File: src/rtl/signed_integer_to_radix_symbols_unit_macros.svh
// Assertion macros shared by the signed integer to radix symbols unit.
// Used by the modules that carry concurrent checks; needs no other file.
`ifndef SIGNED_INTEGER_TO_RADIX_SYMBOLS_UNIT_MACROS_SVH
`define SIGNED_INTEGER_TO_RADIX_SYMBOLS_UNIT_MACROS_SVH

// Same-cycle implication, disabled while reset is asserted.
`define SIRS_ASSERT_IMPLY(lbl, clk_s, rst_n_s, ante, cons) \
	lbl: assert property (@(posedge clk_s) disable iff (!rst_n_s) (ante) |-> (cons)) \
		else $error("sirs assertion failed");

// Next-cycle implication, disabled while reset is asserted.
`define SIRS_ASSERT_NEXT(lbl, clk_s, rst_n_s, ante, cons) \
	lbl: assert property (@(posedge clk_s) disable iff (!rst_n_s) (ante) |=> (cons)) \
		else $error("sirs assertion failed");

`endif

File: src/rtl/sirs_pkg.sv
// Package for the signed integer to radix symbols unit: sizes, codes,
// reset values, controller/datapath structs and the symbol lookup.
// Depends on nothing.
`timescale 1ns / 1ps

package sirs_pkg;

	localparam int NUMBER_WIDTH = 32;
	localparam int MAX_BASE     = 16;
	localparam int SYM_W        = 8;
	localparam int BASE_W       = 5;
	localparam int DIGIT_W      = 4;
	localparam int CNT_W        = 6;
	localparam int STACK_AW     = 5;
	localparam int DIV_STEPS    = 4;
	localparam int DIV_CYCLES   = NUMBER_WIDTH / DIV_STEPS;
	localparam int STEP_W       = 3;
	localparam int CFG_IDX_W    = 2;
	localparam int CFG_W        = 64;

	localparam logic [CFG_IDX_W-1:0] CFG_BASE_SIZE    = 2'd0;
	localparam logic [CFG_IDX_W-1:0] CFG_SYMBOLS_LOW  = 2'd1;
	localparam logic [CFG_IDX_W-1:0] CFG_SYMBOLS_HIGH = 2'd2;

	localparam logic [SYM_W-1:0] SYM_PLUS  = 8'h2B;
	localparam logic [SYM_W-1:0] SYM_MINUS = 8'h2D;
	localparam logic [SYM_W-1:0] SYM_NUL   = 8'h00;

	localparam logic [BASE_W-1:0] BASE_SIZE_RST    = 5'd10;
	localparam logic [CFG_W-1:0]  SYMBOLS_LOW_RST  = 64'h3736_3534_3332_3130;
	localparam logic [CFG_W-1:0]  SYMBOLS_HIGH_RST = 64'h4645_4443_4241_3938;

	// Commands from controller to datapath.
	typedef struct packed {
		logic load;
		logic div_start;
		logic div_en;
		logic rd_en;
		logic cnt_dec;
		logic out_load;
		logic out_minus;
	} sirs_cmd_t;

	// Status from datapath to controller.
	typedef struct packed {
		logic neg;
		logic digit_done;
		logic conv_done;
		logic cnt_zero;
		logic cnt_one;
		logic cnt_full;
	} sirs_stat_t;

	function automatic logic [SYM_W-1:0] symbol_at(input logic [CFG_W-1:0] lo,
			input logic [CFG_W-1:0] hi, input logic [DIGIT_W-1:0] idx);
		logic [CFG_W-1:0] word;
		word = idx[DIGIT_W-1] ? hi : lo;
		return word[{idx[DIGIT_W-2:0], 3'b000} +: SYM_W];
	endfunction

endpackage

File: src/rtl/sirs_cfg.sv
// Configuration registers and alphabet check of the radix symbols unit.
// Depends on sirs_pkg.
`timescale 1ns / 1ps

module sirs_cfg (
	input  logic                          clk,
	input  logic                          arst_n,
	input  logic                          wr_en,
	input  logic [sirs_pkg::CFG_IDX_W-1:0] wr_index,
	input  logic [sirs_pkg::CFG_W-1:0]     wr_data,
	output logic [sirs_pkg::BASE_W-1:0]    base_size,
	output logic [sirs_pkg::CFG_W-1:0]     symbols_low,
	output logic [sirs_pkg::CFG_W-1:0]     symbols_high,
	output logic                          alpha_ok
);
	import sirs_pkg::*;

	logic [BASE_W-1:0] base_size_q;
	logic [CFG_W-1:0]  symbols_low_q;
	logic [CFG_W-1:0]  symbols_high_q;

	always_ff @(posedge clk or negedge arst_n) begin
		if (!arst_n) begin
			base_size_q    <= BASE_SIZE_RST;
			symbols_low_q  <= SYMBOLS_LOW_RST;
			symbols_high_q <= SYMBOLS_HIGH_RST;
		end else if (wr_en) begin
			case (wr_index)
				CFG_BASE_SIZE:    base_size_q    <= wr_data[BASE_W-1:0];
				CFG_SYMBOLS_LOW:  symbols_low_q  <= wr_data;
				CFG_SYMBOLS_HIGH: symbols_high_q <= wr_data;
				default: ;
			endcase
		end
	end

	// Radix range, sign/NUL and pairwise checks of the symbols in use: all compares are independent.
	always_comb begin
		logic [SYM_W-1:0] si;
		alpha_ok = (base_size_q >= BASE_W'(2)) && (base_size_q <= BASE_W'(MAX_BASE));
		for (int i = 0; i < MAX_BASE; i++) begin
			si = symbol_at(symbols_low_q, symbols_high_q, DIGIT_W'(i));
			if (BASE_W'(i) < base_size_q) begin
				if (si == SYM_NUL || si == SYM_PLUS || si == SYM_MINUS)
					alpha_ok = 1'b0;
				for (int j = i + 1; j < MAX_BASE; j++) begin
					if (BASE_W'(j) < base_size_q &&
							symbol_at(symbols_low_q, symbols_high_q, DIGIT_W'(j)) == si)
						alpha_ok = 1'b0;
				end
			end
		end
	end

	assign base_size    = base_size_q;
	assign symbols_low  = symbols_low_q;
	assign symbols_high = symbols_high_q;

endmodule

File: src/rtl/sirs_datapath.sv
// Datapath of the radix symbols unit: magnitude register, radix divider
// (four quotient bits a cycle), digit stack and output payload register.
// Depends on sirs_pkg.
`timescale 1ns / 1ps

module sirs_datapath (
	input  logic                              clk,
	input  logic                              arst_n,
	input  sirs_pkg::sirs_cmd_t               cmd,
	input  logic [sirs_pkg::NUMBER_WIDTH-1:0] number,
	input  logic [sirs_pkg::BASE_W-1:0]       base_size,
	input  logic [sirs_pkg::CFG_W-1:0]        symbols_low,
	input  logic [sirs_pkg::CFG_W-1:0]        symbols_high,
	output sirs_pkg::sirs_stat_t              stat,
	output logic [sirs_pkg::SYM_W-1:0]        symbol,
	output logic                              last
);
	import sirs_pkg::*;

	logic                    neg_q;
	logic [NUMBER_WIDTH-1:0] mag_q;
	logic [BASE_W-1:0]       rem_q;
	logic [STEP_W-1:0]       step_q;
	logic [CNT_W-1:0]        cnt_q;
	logic [DIGIT_W-1:0]      stack_q [NUMBER_WIDTH];
	logic [DIGIT_W-1:0]      rd_q;
	logic [SYM_W-1:0]        sym_q;
	logic                    last_q;

	logic [NUMBER_WIDTH-1:0] mag_nx;
	logic [BASE_W-1:0]       rem_nx;
	logic [CNT_W-1:0]        cnt_m1;
	logic                    digit_done;

	// Restoring division steps; remainder stays below the radix.
	always_comb begin
		logic q;
		rem_nx = rem_q;
		mag_nx = mag_q;
		for (int k = 0; k < DIV_STEPS; k++) begin
			rem_nx = {rem_nx[BASE_W-2:0], mag_nx[NUMBER_WIDTH-1]};
			q      = (rem_nx >= base_size);
			mag_nx = {mag_nx[NUMBER_WIDTH-2:0], q};
			if (q)
				rem_nx = rem_nx - base_size;
		end
	end

	assign digit_done = (step_q == STEP_W'(DIV_CYCLES - 1));
	assign cnt_m1     = cnt_q - CNT_W'(1);

	always_ff @(posedge clk or negedge arst_n) begin
		if (!arst_n) begin
			cnt_q  <= '0;
			step_q <= '0;
		end else begin
			if (cmd.div_start) begin
				cnt_q  <= '0;
				step_q <= '0;
			end else if (cmd.div_en) begin
				if (digit_done) begin
					step_q <= '0;
					cnt_q  <= cnt_q + CNT_W'(1);
				end else begin
					step_q <= step_q + STEP_W'(1);
				end
			end else if (cmd.cnt_dec) begin
				cnt_q <= cnt_m1;
			end
		end
	end

	always_ff @(posedge clk) begin
		if (cmd.load) begin
			neg_q <= number[NUMBER_WIDTH-1];
			mag_q <= number[NUMBER_WIDTH-1] ? (~number + NUMBER_WIDTH'(1)) : number;
		end else if (cmd.div_en) begin
			mag_q <= mag_nx;
		end
		if (cmd.div_start || (cmd.div_en && digit_done))
			rem_q <= '0;
		else if (cmd.div_en)
			rem_q <= rem_nx;
		if (cmd.out_load) begin
			sym_q  <= cmd.out_minus ? SYM_MINUS : symbol_at(symbols_low, symbols_high, rd_q);
			last_q <= !cmd.out_minus && (cnt_q == CNT_W'(1));
		end
	end

	// Digit stack: one write and one registered read port.
	always_ff @(posedge clk) begin
		if (cmd.div_en && digit_done)
			stack_q[cnt_q[STACK_AW-1:0]] <= rem_nx[DIGIT_W-1:0];
		if (cmd.rd_en)
			rd_q <= stack_q[cnt_m1[STACK_AW-1:0]];
	end

	assign stat.neg        = neg_q;
	assign stat.digit_done = digit_done;
	assign stat.conv_done  = digit_done &&
		((mag_nx == '0) || (cnt_q == CNT_W'(NUMBER_WIDTH - 1)));
	assign stat.cnt_zero   = (cnt_q == '0);
	assign stat.cnt_one    = (cnt_q == CNT_W'(1));
	assign stat.cnt_full   = (cnt_q == CNT_W'(NUMBER_WIDTH));
	assign symbol          = sym_q;
	assign last            = last_q;

endmodule

File: src/rtl/sirs_ctrl.sv
// Controller of the radix symbols unit: sequences check, division,
// sign and symbol emission, and owns the output valid flag.
// Depends on sirs_pkg and the unit's assertion macro header.
`timescale 1ns / 1ps
`include "signed_integer_to_radix_symbols_unit_macros.svh"

module sirs_ctrl (
	input  logic                 clk,
	input  logic                 arst_n,
	input  logic                 s_tvalid,
	output logic                 s_tready,
	output logic                 m_tvalid,
	input  logic                 m_tready,
	input  logic                 alpha_ok,
	input  sirs_pkg::sirs_stat_t stat,
	output sirs_pkg::sirs_cmd_t  cmd
);
	import sirs_pkg::*;

	localparam logic [2:0] S_IDLE  = 3'd0;
	localparam logic [2:0] S_CHECK = 3'd1;
	localparam logic [2:0] S_DIV   = 3'd2;
	localparam logic [2:0] S_SIGN  = 3'd3;
	localparam logic [2:0] S_READ  = 3'd4;
	localparam logic [2:0] S_EMIT  = 3'd5;

	logic [2:0] state_q;
	logic [2:0] state_nx;
	logic       out_valid_q;
	logic       out_free;

	assign out_free = !out_valid_q || m_tready;

	always_comb begin
		cmd      = '0;
		state_nx = state_q;
		s_tready = 1'b0;
		case (state_q)
			S_IDLE: begin
				s_tready = 1'b1;
				if (s_tvalid) begin
					cmd.load = 1'b1;
					state_nx = S_CHECK;
				end
			end
			S_CHECK: begin
				if (alpha_ok) begin
					cmd.div_start = 1'b1;
					state_nx      = S_DIV;
				end else begin
					state_nx = S_IDLE;
				end
			end
			S_DIV: begin
				cmd.div_en = 1'b1;
				if (stat.conv_done)
					state_nx = S_SIGN;
			end
			S_SIGN: begin
				if (!stat.neg) begin
					state_nx = S_READ;
				end else if (out_free) begin
					cmd.out_load  = 1'b1;
					cmd.out_minus = 1'b1;
					state_nx      = S_READ;
				end
			end
			S_READ: begin
				cmd.rd_en = 1'b1;
				state_nx  = S_EMIT;
			end
			S_EMIT: begin
				if (out_free) begin
					cmd.out_load = 1'b1;
					cmd.cnt_dec  = 1'b1;
					state_nx     = stat.cnt_one ? S_IDLE : S_READ;
				end
			end
			default: state_nx = S_IDLE;
		endcase
	end

	always_ff @(posedge clk or negedge arst_n) begin
		if (!arst_n) begin
			state_q     <= S_IDLE;
			out_valid_q <= 1'b0;
		end else begin
			state_q <= state_nx;
			if (cmd.out_load)
				out_valid_q <= 1'b1;
			else if (m_tready)
				out_valid_q <= 1'b0;
		end
	end

	assign m_tvalid = out_valid_q;

	`SIRS_ASSERT_NEXT(a_check_exit, clk, arst_n, state_q == S_CHECK, state_q == S_IDLE || state_q == S_DIV)
	`SIRS_ASSERT_IMPLY(a_stack_room, clk, arst_n, state_q == S_DIV && stat.digit_done, !stat.cnt_full)
	`SIRS_ASSERT_IMPLY(a_read_nonempty, clk, arst_n, state_q == S_READ, !stat.cnt_zero)
	`SIRS_ASSERT_NEXT(a_last_to_idle, clk, arst_n, state_q == S_EMIT && cmd.out_load && stat.cnt_one, state_q == S_IDLE && m_tvalid)

endmodule

File: src/rtl/signed_integer_to_radix_symbols_unit.sv
// Top level of the signed integer to radix symbols unit.
// Depends on sirs_pkg, sirs_cfg, sirs_datapath and sirs_ctrl.
//
//   channel   | direction | payload
//   ----------+-----------+------------------------------------------------
//   s_*       | in        | s_tdata[31:0] = number (signed)
//   m_*       | out       | m_tdata[7:0] = symbol, m_tlast = last
//   wr_*      | in        | wr_index selects base_size/symbols_low/_high
//
// Sequence: a request is accepted, the alphabet is checked, the divider forms
// each digit (4 quotient bits a cycle), then the sign state runs and each
// symbol takes a stack read and an output load.
// An invalid alphabet drops the request after the check cycle.
// Reset: arst_n clears the controller, counters and output valid at once;
// the configuration returns to radix 10 and "0123456789ABCDEF".
// Stalls: m_tready low holds the output register and the symbol sequence.
`timescale 1ns / 1ps

module signed_integer_to_radix_symbols_unit (
	input  logic                              clk,
	input  logic                              arst_n,
	input  logic                              s_tvalid,
	output logic                              s_tready,
	input  logic [sirs_pkg::NUMBER_WIDTH-1:0] s_tdata,  // [31:0] number
	output logic                              m_tvalid,
	input  logic                              m_tready,
	output logic [sirs_pkg::SYM_W-1:0]        m_tdata,  // [7:0] symbol
	output logic                              m_tlast,
	input  logic                              wr_en,
	input  logic [sirs_pkg::CFG_IDX_W-1:0]    wr_index,
	input  logic [sirs_pkg::CFG_W-1:0]        wr_data
);
	import sirs_pkg::*;

	logic [BASE_W-1:0] base_size;
	logic [CFG_W-1:0]  symbols_low;
	logic [CFG_W-1:0]  symbols_high;
	logic              alpha_ok;
	sirs_cmd_t         cmd;
	sirs_stat_t        stat;

	// Configuration registers and the alphabet legality check.
	sirs_cfg u_cfg (
		.clk          (clk),
		.arst_n       (arst_n),
		.wr_en        (wr_en),
		.wr_index     (wr_index),
		.wr_data      (wr_data),
		.base_size    (base_size),
		.symbols_low  (symbols_low),
		.symbols_high (symbols_high),
		.alpha_ok     (alpha_ok)
	);

	// Divider, digit stack and output payload.
	sirs_datapath u_dp (
		.clk          (clk),
		.arst_n       (arst_n),
		.cmd          (cmd),
		.number       (s_tdata),
		.base_size    (base_size),
		.symbols_low  (symbols_low),
		.symbols_high (symbols_high),
		.stat         (stat),
		.symbol       (m_tdata),
		.last         (m_tlast)
	);

	// Sequencer: accept, check, divide, emit sign and digits.
	sirs_ctrl u_ctrl (
		.clk      (clk),
		.arst_n   (arst_n),
		.s_tvalid (s_tvalid),
		.s_tready (s_tready),
		.m_tvalid (m_tvalid),
		.m_tready (m_tready),
		.alpha_ok (alpha_ok),
		.stat     (stat),
		.cmd      (cmd)
	);

endmodule

File: config.mk
export PLATFORM = sky130hd
export DESIGN_NAME = signed_integer_to_radix_symbols_unit
export DESIGN_NICKNAME = d
export VERILOG_FILES = /design/src/rtl/sirs_pkg.sv /design/src/rtl/sirs_cfg.sv /design/src/rtl/sirs_datapath.sv /design/src/rtl/sirs_ctrl.sv /design/src/rtl/signed_integer_to_radix_symbols_unit.sv
export VERILOG_INCLUDE_DIRS = /design/src /design/src/rtl
export SDC_FILE = /design/constraint.sdc
export NUM_CORES = 1
export LEC_CHECK = 0
export BUFFER_PORTS_ARGS = -buffer_cell sky130_fd_sc_hd__clkbuf_2
export CELL_PAD_IN_SITES_DETAIL_PLACEMENT = 1
export CELL_PAD_IN_SITES_GLOBAL_PLACEMENT = 2
export CORE_MARGIN = 8
export CORE_UTILIZATION = 46
export CTS_CLUSTER_DIAMETER = 100
export CTS_CLUSTER_SIZE = 16
export DETAILED_ROUTE_END_ITERATION = 8
export GPL_ROUTABILITY_DRIVEN = 1
export PLACE_DENSITY_LB_ADDON = 0.1
export SLEW_MARGIN = 20
export SYNTH_ARGS = -nofsm -noshare
export SYNTH_HDL_FRONTEND = slang
export SYNTH_HIERARCHICAL = 1
export SYNTH_SLANG_ARGS = --single-unit
export TNS_END_PERCENT = 20
File: constraint.sdc
create_clock -name clk -period 14.92 [get_ports clk]
set_input_delay 2.238 -clock clk [delete_from_list [all_inputs] [get_ports clk]]
set_output_delay 2.238 -clock clk [all_outputs]
set_load 0.02 [all_outputs]
Word level (Yosys, flattened, before mapping)
Memory sizes are Yosys's and may differ from the RTL's. A register that Yosys moved wholly into a read port is not among the register bits.
Index checks and enable logic that the tools add are counted.
{"block": "totals", "register_bits": 192, "ramBits": 128, "inputBits": 103, "out_inout_bits": 11, "memories": 1}
{"memory": "u_dp.stack_q", "depth": 32, "width": 4, "rd": 1, "rd_clocked_by_memory_dff": 1, "write_ports": 1, "line": "sirs_datapath.sv:25", "source": "logic [DIGIT_W-1:0] stack_q [NUMBER_WIDTH];"}
{"block": "op_classes", "add_sub_neg": 8, "order_cmp": 22, "n_eq_ne": 167, "n_shift": 1, "n_mux": 191, "n_bitwise": 1, "n_reduce_logical": 189}
{"operator": "equality test 8 bit", "n": 120}
{"operator": "equality test 8 x 6 -> 1 bit, second input constant", "n": 32}
{"operator": "2-to-1 mux 1 bit", "n": 165}
{"operator": "zero test 8 bit", "n": 16}
{"operator": "logical AND 1 bit", "n": 124}
{"operator": "2-to-1 mux 32 bit", "n": 3}
{"operator": "2-to-1 mux 64 bit", "n": 1}
{"operator": "indexed part select 64 x 7 -> 8 bit", "n": 1}
{"operator": "< comparator 4 x 5 -> 1 bit, first input constant", "n": 8}
{"operator": "logical OR 1 bit", "n": 35}
{"operator": "adder 32 x 1 -> 32 bit, second input constant", "n": 1}
{"operator": "zero test 32 bit", "n": 1}
{"operator": "NOT 32 bit", "n": 1}
{"operator": "2-to-1 mux 3 bit", "n": 9}
{"operator": "2-to-1 mux 6 bit", "n": 4}
{"operator": "greater-or-equal comparator 5 bit", "n": 4}
{"operator": "< comparator 3 x 5 -> 1 bit, first input constant", "n": 4}
{"operator": "one-hot mux 3 bit (6 select lines)", "n": 1}
{"operator": "2-to-1 mux 4 bit", "n": 4}
{"operator": "subtractor 4 bit", "n": 4}
{"operator": "< comparator 1 x 5 -> 1 bit, first input constant", "n": 2}
{"operator": "< comparator 2 x 5 -> 1 bit, first input constant", "n": 2}
{"operator": "equality test 3 bit, second input constant", "n": 3}
{"operator": "AND reduction 2 bit", "n": 4}
{"operator": "other kinds (22)", "n": 30}

Depth between registers and ports, before layout
Gate-level depths: netlist of run 1.
{"block": "logic_depth", "ltp_word": 159, "ltp_mapped": 26, "depth_no_buf": 26}

Modules after synthesis
The synthesis of run 1 kept the hierarchy.
{"mod": "sirs_cfg", "n_inst": 1, "cells_per_inst": 2025, "area_each_um2": 18026.0}
{"mod": "sirs_datapath", "n_inst": 1, "cells_per_inst": 706, "area_each_um2": 10147.2}
{"mod": "sirs_ctrl", "n_inst": 1, "cells_per_inst": 33, "area_each_um2": 285.3}

Least setup slack after synthesis of run 1
No wires, ideal clock.
{"block": "synth_timing", "path_kind": "register to register", "startpoint": "reg u_cfg.base_size_q[1] (netlist: u_cfg/base_size[1])", "endpoint": "mem u_dp.stack_q[0][0], data pin", "setup_time_ns": 0.384, "arrival_ns": 6.165, "required_ns": 14.536, "slack_ns": 8.371, "path_stages_with_launch": 21, "synth_period_minus_slack_ns": 6.549, "path_cell_list": "dfstp_2 -> inv_1 -> ha_1 -> a31oi_1 -> o21ai_1 -> mux2_2 -> ha_1 -> a21oi_1 -> o21ai_0 -> a2111oi_0 -> nor3_1 -> ha_1 -> nor2b_1 -> o31ai_1 -> a21oi_1 -> o41ai_1 -> ha_1 -> a21o_1 -> a31oi_1 -> o21ai_0 -> a21oi_1"}
{"block": "synth_via", "elab_chain_cells": 8, "word_cells_on_any_way": 11, "cone_classes": "3 x add/sub; 4 x order compare; 4 x mux"}
{"element": "start, declared", "line": "sirs_cfg.sv:18", "source": "logic [BASE_W-1:0] base_size_q;"}
{"element": "start signal, assigned", "line": "sirs_cfg.sv:29", "source": "CFG_BASE_SIZE: base_size_q <= wr_data[BASE_W-1:0];"}
{"element": "subtractor 4 bit / greater-or-equal comparator 5 bit (equally long branches)", "line": "sirs_datapath.sv:45, sirs_datapath.sv:42"}
{"element": "2-to-1 mux 4 bit", "line": "sirs_datapath.sv:44", "source": "if (q)"}
{"element": "subtractor 4 bit / greater-or-equal comparator 5 bit (equally long branches)", "line": "sirs_datapath.sv:45, sirs_datapath.sv:42"}
{"element": "2-to-1 mux 4 bit", "line": "sirs_datapath.sv:44"}
{"element": "subtractor 4 bit / greater-or-equal comparator 5 bit (equally long branches)", "line": "sirs_datapath.sv:45, sirs_datapath.sv:42"}
{"element": "2-to-1 mux 4 bit", "line": "sirs_datapath.sv:44"}
{"element": "greater-or-equal comparator 5 bit *", "line": "sirs_datapath.sv:42", "source": "q = (rem_nx >= base_size);"}
{"element": "2-to-1 mux 4 bit *", "line": "sirs_datapath.sv:44"}
{"element": "named net u_dp.rem_nx[0]", "line": "sirs_datapath.sv:31", "source": "logic [BASE_W-1:0] rem_nx;"}
{"element": "end, declared", "line": "sirs_datapath.sv:25"}
The timed path passes the listed nets; every way through them passes the cells marked *.

Worst setup path after layout of run 1
{"block": "layout_timing", "startpoint": "reg u_cfg.base_size_q[2] (netlist: u_cfg/base_size[2])", "endpoint": "mem u_dp.stack_q[10][3], data pin"}
{"block": "layout_via", "elab_chain_cells": 8, "word_cells_on_any_way": 12, "cone_classes": "4 x add/sub; 4 x order compare; 4 x mux"}
{"element": "subtractor 4 bit / greater-or-equal comparator 5 bit (equally long branches)", "line": "sirs_datapath.sv:45, sirs_datapath.sv:42"}
{"element": "2-to-1 mux 4 bit", "line": "sirs_datapath.sv:44"}
{"element": "subtractor 4 bit / greater-or-equal comparator 5 bit (equally long branches)", "line": "sirs_datapath.sv:45, sirs_datapath.sv:42"}
{"element": "2-to-1 mux 4 bit", "line": "sirs_datapath.sv:44"}
{"element": "greater-or-equal comparator 5 bit / subtractor 4 bit (equally long branches)", "line": "sirs_datapath.sv:42, sirs_datapath.sv:45"}
{"element": "2-to-1 mux 4 bit", "line": "sirs_datapath.sv:44"}
{"element": "subtractor 4 bit / greater-or-equal comparator 5 bit (equally long branches)", "line": "sirs_datapath.sv:45, sirs_datapath.sv:42"}
{"element": "2-to-1 mux 4 bit *", "line": "sirs_datapath.sv:44"}
{"element": "named net u_dp.rem_nx[3]", "line": "sirs_datapath.sv:31"}
Marked as above.

==> results.ini, run 1 <==
[clock_network]
h-tree-depth = 1
cts_setup_buffers = 0
clk_latency_ps = 600
clk_pin_slew_ps = 80
holdBufCountCts = 0
cts_buffers = 26
root_buffer = clkbuf_16
cts_buffer_depth = 3
cts-resized-gates = 0
tritoncts = built
cts_sinks = 324

[timing]
rsz0062_at_grt = no
holdWs_ps = 512
final.period_utilization = 0.546
worst_slew_pin_slew_ps = 1340
finalSetupViolCount = 0
tns_ps = 0
max_freq_ghz = 0.123
slew_headroom = 0.0803
hold_viol_final = 0
finalMaxSlewViolations = 0
skew_ps = 25.4
period_minus_slack_ps = 8150

[die]
fp.coreArea_mm2 = 0.0614
die-height_um = 265
initial_utilization = 0.463
ioPinCount = 114
row_count = 91
dieWidth_um = 265
dieArea_mm2 = 0.0700

[placement]
gp_congestion = 0.941
io_buffers = 113
dpl.hpwl_mm = 72.9

[critical_path]
path_max_fanout = 32
ff2ff_path_depth = 23
critical_path_class = flip-flop to flip-flop
cp-end-kind = flip-flop
critical_path_required_ps = 15090
cp-start-kind = flip-flop
cp_data_arrival_time_ps = 8320

[grt]
grt_max_degree = 83
grt_pass1_wl_mm = 166
grt-busiest-layer = met2
grt_usage = 0.314
grt_util_met3 = 0.0589
met1_usage = 0.431
grt-ovfl-total = 0
use_met2 = 0.479
grt_pass1_vias = 23600
antenna_found_initial = 8

[logic_synthesis]
synth_cells = 2760
synth_warnings = 6
synth_area_mm2 = 0.0284
synth_nets = 2895
postSynthAreaPerCell_um2 = 10.3

[routing]
wl_per_cell_um = 32.9
viasPerCell = 6.63
drcViolationCount = 0
vias = 23100
drtIter0Drc = 2771
drt_wl_total_mm = 115
ant_nets = 0
drt-pass1-iter-count = 6

[min_path]
hold_path.class = flip-flop to flip-flop
holdPathStages = 1

[power]
p_per_area_mw_per_mm2 = 246
irDropWorstVdd_mv = 0.386
p_leak_nw = 10.1

[outcome]
outcome = complete, no violations

[final_layout]
drive_gt1_frac = 0.204
final_nets = 2807
areaGrowthSynthToFinish_pct = 4.94

[flow_run]
maxCapViolations = 0

==> power by group <==
part	leakage [nW]	total (mW)	switching [mW]	internal [mW]
Sequential	3.27	2.53	0.480	2.05
Combinational	6.41	4.12	2.62	1.50
Clock	0.370	0.682	0.349	0.332
==> worst max-delay path, cell delays in order (launching register included) <==
cell       delay, ps
dfrtp_1          700
inv_1            270
ha_1             430
a21o_1           140
a31oi_1           60
o21ai_1          540
mux2_2           450
ha_1             350
a21oi_1          160
o21ai_0          170
a2111oi_0        660
nor3_1           190
ha_1             330
nor2b_1          160
o31ai_1          290
a21oi_1          220
o41ai_1          690
ha_1             410
a21o_1           190
a31oi_1          200
o21a_1           250
nor3b_1           80
a31oi_1          280
inv_1            490
==> layout by cell type (no fill, tap or decap), types with 37 or more instances in the layout <==
master,n
a21oi_1,64
nor2_1,85
clkbuf_2,112
edfxtp_1,174
a31oi_1,37
mux4_2,79
nor4_1,100
nand4_1,161
dfstp_2,52
nor3_1,107
buf_4,90
mux2_2,143
xnor2_1,626
dfrtp_1,91
xor2_1,390
nand3_1,37
==> metrics by stage <==
step                       util  worst slack (ps)  cells  cell area [um2]  total power [mW]
final                     0.486              6770   3485            29800              7.33
after global routing      0.486              6180   3482            29800              7.68
after CTS                 0.486              6500   3480            29800              7.26
after detailed placement  0.473              6580   3432            29000              6.54
after global placement    0.473              6880   3432            29000              6.33
after floorplan               -              8370   2760            28400              5.16
==> layout make-up <==
| type | instances | area [um2] |
|---|---|---|
| clock buffers | 41 | 707 |
| well taps | 790 | 988 |
| fillers | 6662 | 31500 |
| multi-input cells | 2094 | 17700 |
| repair buffers | 205 | 1270 |
| clock inverters | 7 | 73.8 |
| inverters | 21 | 78.8 |
| flip-flops and latches | 324 | 9030 |
| diodes | 3 | 7.51 |
==> metal layers <==
layer  share of wire  wire [um]
met5         0.00010         12
met4           0.052       6020
met3           0.088      10100
met2            0.44      50100
met1            0.42      48500
==> flip-flops by register name, summed over array words and instances, names as in the netlist <==
| register | count |
|---|---|
| u_cfg/base_size | 5 |
| u_cfg/symbols_high | 64 |
| u_cfg/symbols_low | 64 |
| u_ctrl/m_tvalid | 1 |
| u_ctrl/state_q | 3 |
| u_dp/cnt_q | 6 |
| u_dp/last | 1 |
| u_dp/mag_q | 32 |
| u_dp/neg_q | 1 |
| u_dp/rd_q | 4 |
| u_dp/rem_q | 4 |
| u_dp/stack_q | 128 |
| u_dp/step_q | 3 |
| u_dp/symbol | 8 |
==> worst paths after layout <==
kind                                                     from                                  to  slack [ps]
max                            u_cfg/base_size[2]$_DFFE_PN0P_       u_dp/stack_q[10][3]$_DFFE_PP_        6770
min                        u_cfg/symbols_high[14]$_DFFE_PN0P_  u_cfg/symbols_high[14]$_DFFE_PN0P_         510
max reg2reg                    u_cfg/base_size[2]$_DFFE_PN0P_       u_dp/stack_q[10][3]$_DFFE_PP_        6770
min reg2reg                u_cfg/symbols_high[14]$_DFFE_PN0P_  u_cfg/symbols_high[14]$_DFFE_PN0P_         510
max in group asynchronous                              arst_n           u_dp/cnt_q[0]$_DFFE_PN0P_       11850
min in group asynchronous                              arst_n   u_cfg/symbols_low[11]$_DFFE_PN0P_        1680
Power figures use the tool's default switching activity.
==> inputs of run 2 (changes only) <==
ABC_AREA = 1   (was not set)
CORE_UTILIZATION = 36   (was 46)
clock period = 7.7 ns   (was 14.92 ns; I/O delays follow)
==> run 2 against run 1 <==
Clock power up 94%. Worst setup slack got worse by 5600 ps. Largest cell class unchanged. Hold slack worse by 17 ps. Synthesized area up 11%. Synthesized cell count up 74%. Critical endpoint is now u_dp/stack_q[13][0]$_DFFE_PP_. Routed wire length increased by 57%.
==> results.ini, run 2 <==
[critical_path]
critPathMaxStageDelay_ps = 650
cp-start-kind = flip-flop
critical_path_required_ps = 7860
path_max_fanout = 32
cpLargestDelayFamily = simple AND/OR/NAND/NOR gates
cpMaxStageDelayCell = dfstp_2
regToRegSetupSlack_ps = 1210
path_buf_inv = 2
cp_data_arrival_time_ps = 6660
cp-end-kind = flip-flop
cpMostUsedCell = nand2_1
critical_path_class = flip-flop to flip-flop

[grt]
antenna_found_initial = 7
grt_max_degree = 84
grt_usage = 0.353
grt_pass1_wl_mm = 254
grt-ovfl-total = 0
grt_pass1_vias = 34000

[final_layout]
final_cells = 5857
fill_cells = 11300
areaGrowthSynthToFinish_pct = 4.60
final_util = 0.381
largest_register_ffs = 128
final_cell_mix = nand2_1, nor2_1, o21ai_0
layout_commonest_cell = nand2_1
multi_input_area_mm2 = 0.0191
drive_gt1_frac = 0.0835
final_nets = 4810
regArea_mm2 = 0.00903

[power]
p_per_area_mw_per_mm2 = 512
internal_power_mw = 8.10
power_mw = 16.9
p_leak_nw = 14.5
switchingPower_mw = 8.84
p_comb_frac = 0.605
irDropWorstVdd_mv = 1.22
seqPwrFrac = 0.317
p_clk_frac = 0.078
swShare = 0.522

[clock_network]
cts_buffer_depth = 3
clk_latency_ps = 590
cts_setup_buffers = 0
root_buffer = clkbuf_16
cts_sinks = 324
h-tree-depth = 1
cts_buffers = 26
cts-resized-gates = 0
tritoncts = built
clk_pin_slew_ps = 70
holdBufCountCts = 0

[routing]
ant_nets = 0
viasPerCell = 5.93
drcViolationCount = 0
vias = 34700
drt-pass1-iter-count = 5
wl_per_cell_um = 30.7
drtIter0Drc = 3952
drt_wl_total_mm = 180

[flow_run]
maxCapViolations = 0

[die]
ioPinCount = 114
row_count = 108
dieArea_mm2 = 0.0976
die-height_um = 312
dieWidth_um = 312
initial_utilization = 0.364
fp.coreArea_mm2 = 0.0869

[timing]
finalMaxSlewViolations = 0
worst_slew_pin_slew_ps = 1220
tns_ps = 0
slew_headroom = 0.183
max_freq_ghz = 0.154
hold_viol_final = 0
holdWs_ps = 494
finalSetupViolCount = 0
skew_ps = 25.8
final.period_utilization = 0.843
rsz0062_at_grt = no
period_minus_slack_ps = 6490

[logic_synthesis]
synth_cells = 4804
postSynthAreaPerCell_um2 = 6.58
synth_area_mm2 = 0.0316
synth_warnings = 6
synth_nets = 4939

[placement]
dpl.hpwl_mm = 116
gp_congestion = 1.03
place_inst = 5802
io_buffers = 113

[outcome]
outcome = complete, no violations

[min_path]
hold_path.class = flip-flop to flip-flop

-- run 2: cell type report --
cell class                 instances  share of cell area
tap                             1155              0.0437
multi-input combinational       3765               0.578
clock inverter                     6             0.00212
antenna                            7            0.000530
clock buffer                      42              0.0215
sequential                       324               0.273
timing repair buffer             228              0.0434
inverter                         330              0.0375
-- run 2: routing by layer --
layer	up-vias	wire [um]	track usage	part of all wire
li1	15100	-	-	-
met1	16900	71400	0.444	0.40
met2	2036	78500	0.553	0.44
met3	606	17200	0.0723	0.096
met4	8	12900	0.215	0.071
met5	-	59	0	0.00033
-- run 2: path summary, 6_finish.rpt --
check / start / to / cells after the start
setup / recovery: u_cfg/base_size[1]$_DFFE_PN1P_ / u_dp/stack_q[13][0]$_DFFE_PP_ / 30
hold / removal: u_cfg/symbols_high[1]$_DFFE_PN0P_ / u_cfg/symbols_high[1]$_DFFE_PN0P_ / 2
setup reg to reg: u_cfg/base_size[1]$_DFFE_PN1P_ / u_dp/stack_q[13][0]$_DFFE_PP_ / 30
hold reg to reg: u_cfg/symbols_high[1]$_DFFE_PN0P_ / u_cfg/symbols_high[1]$_DFFE_PN0P_ / 2
max in group asynchronous: arst_n / u_cfg/symbols_high[15]$_DFFE_PN0P_ / 2
min in group asynchronous: arst_n / u_cfg/symbols_high[52]$_DFFE_PN0P_ / 1
-- run 2: worst reg2reg max path, delay by kind of cell (launching register included) --
family          cells  cell delay (ps)
buf+inv             2              320
fa+ha+maj           4             1430
flops               1              650
simple gates       20             2620
compound gates      4             1040
-- run 2: stage by stage --
| stage | cell area, um2 | setup slack [ps] |
|---|---|---|
| finish | 33100 | 1210 |
| global route | 33100 | 655 |
| CTS | 33100 | 774 |
| detailed placement | 32300 | 791 |
| global placement | 32300 | 911 |
| floorplan | 31600 | 2260 |
-- run 2: power groups by stage --
stage | Sequential (mW) | Clock [mW] | Combinational (mW)
floorplan | 4.28 | 0 | 6.33
finish | 5.37 | 1.32 | 10.2
detailed placement | 5.21 | 0 | 10.0
CTS | 5.18 | 1.36 | 10.1
global placement | 5.23 | 0 | 9.88
global route | 5.36 | 1.41 | 11.2
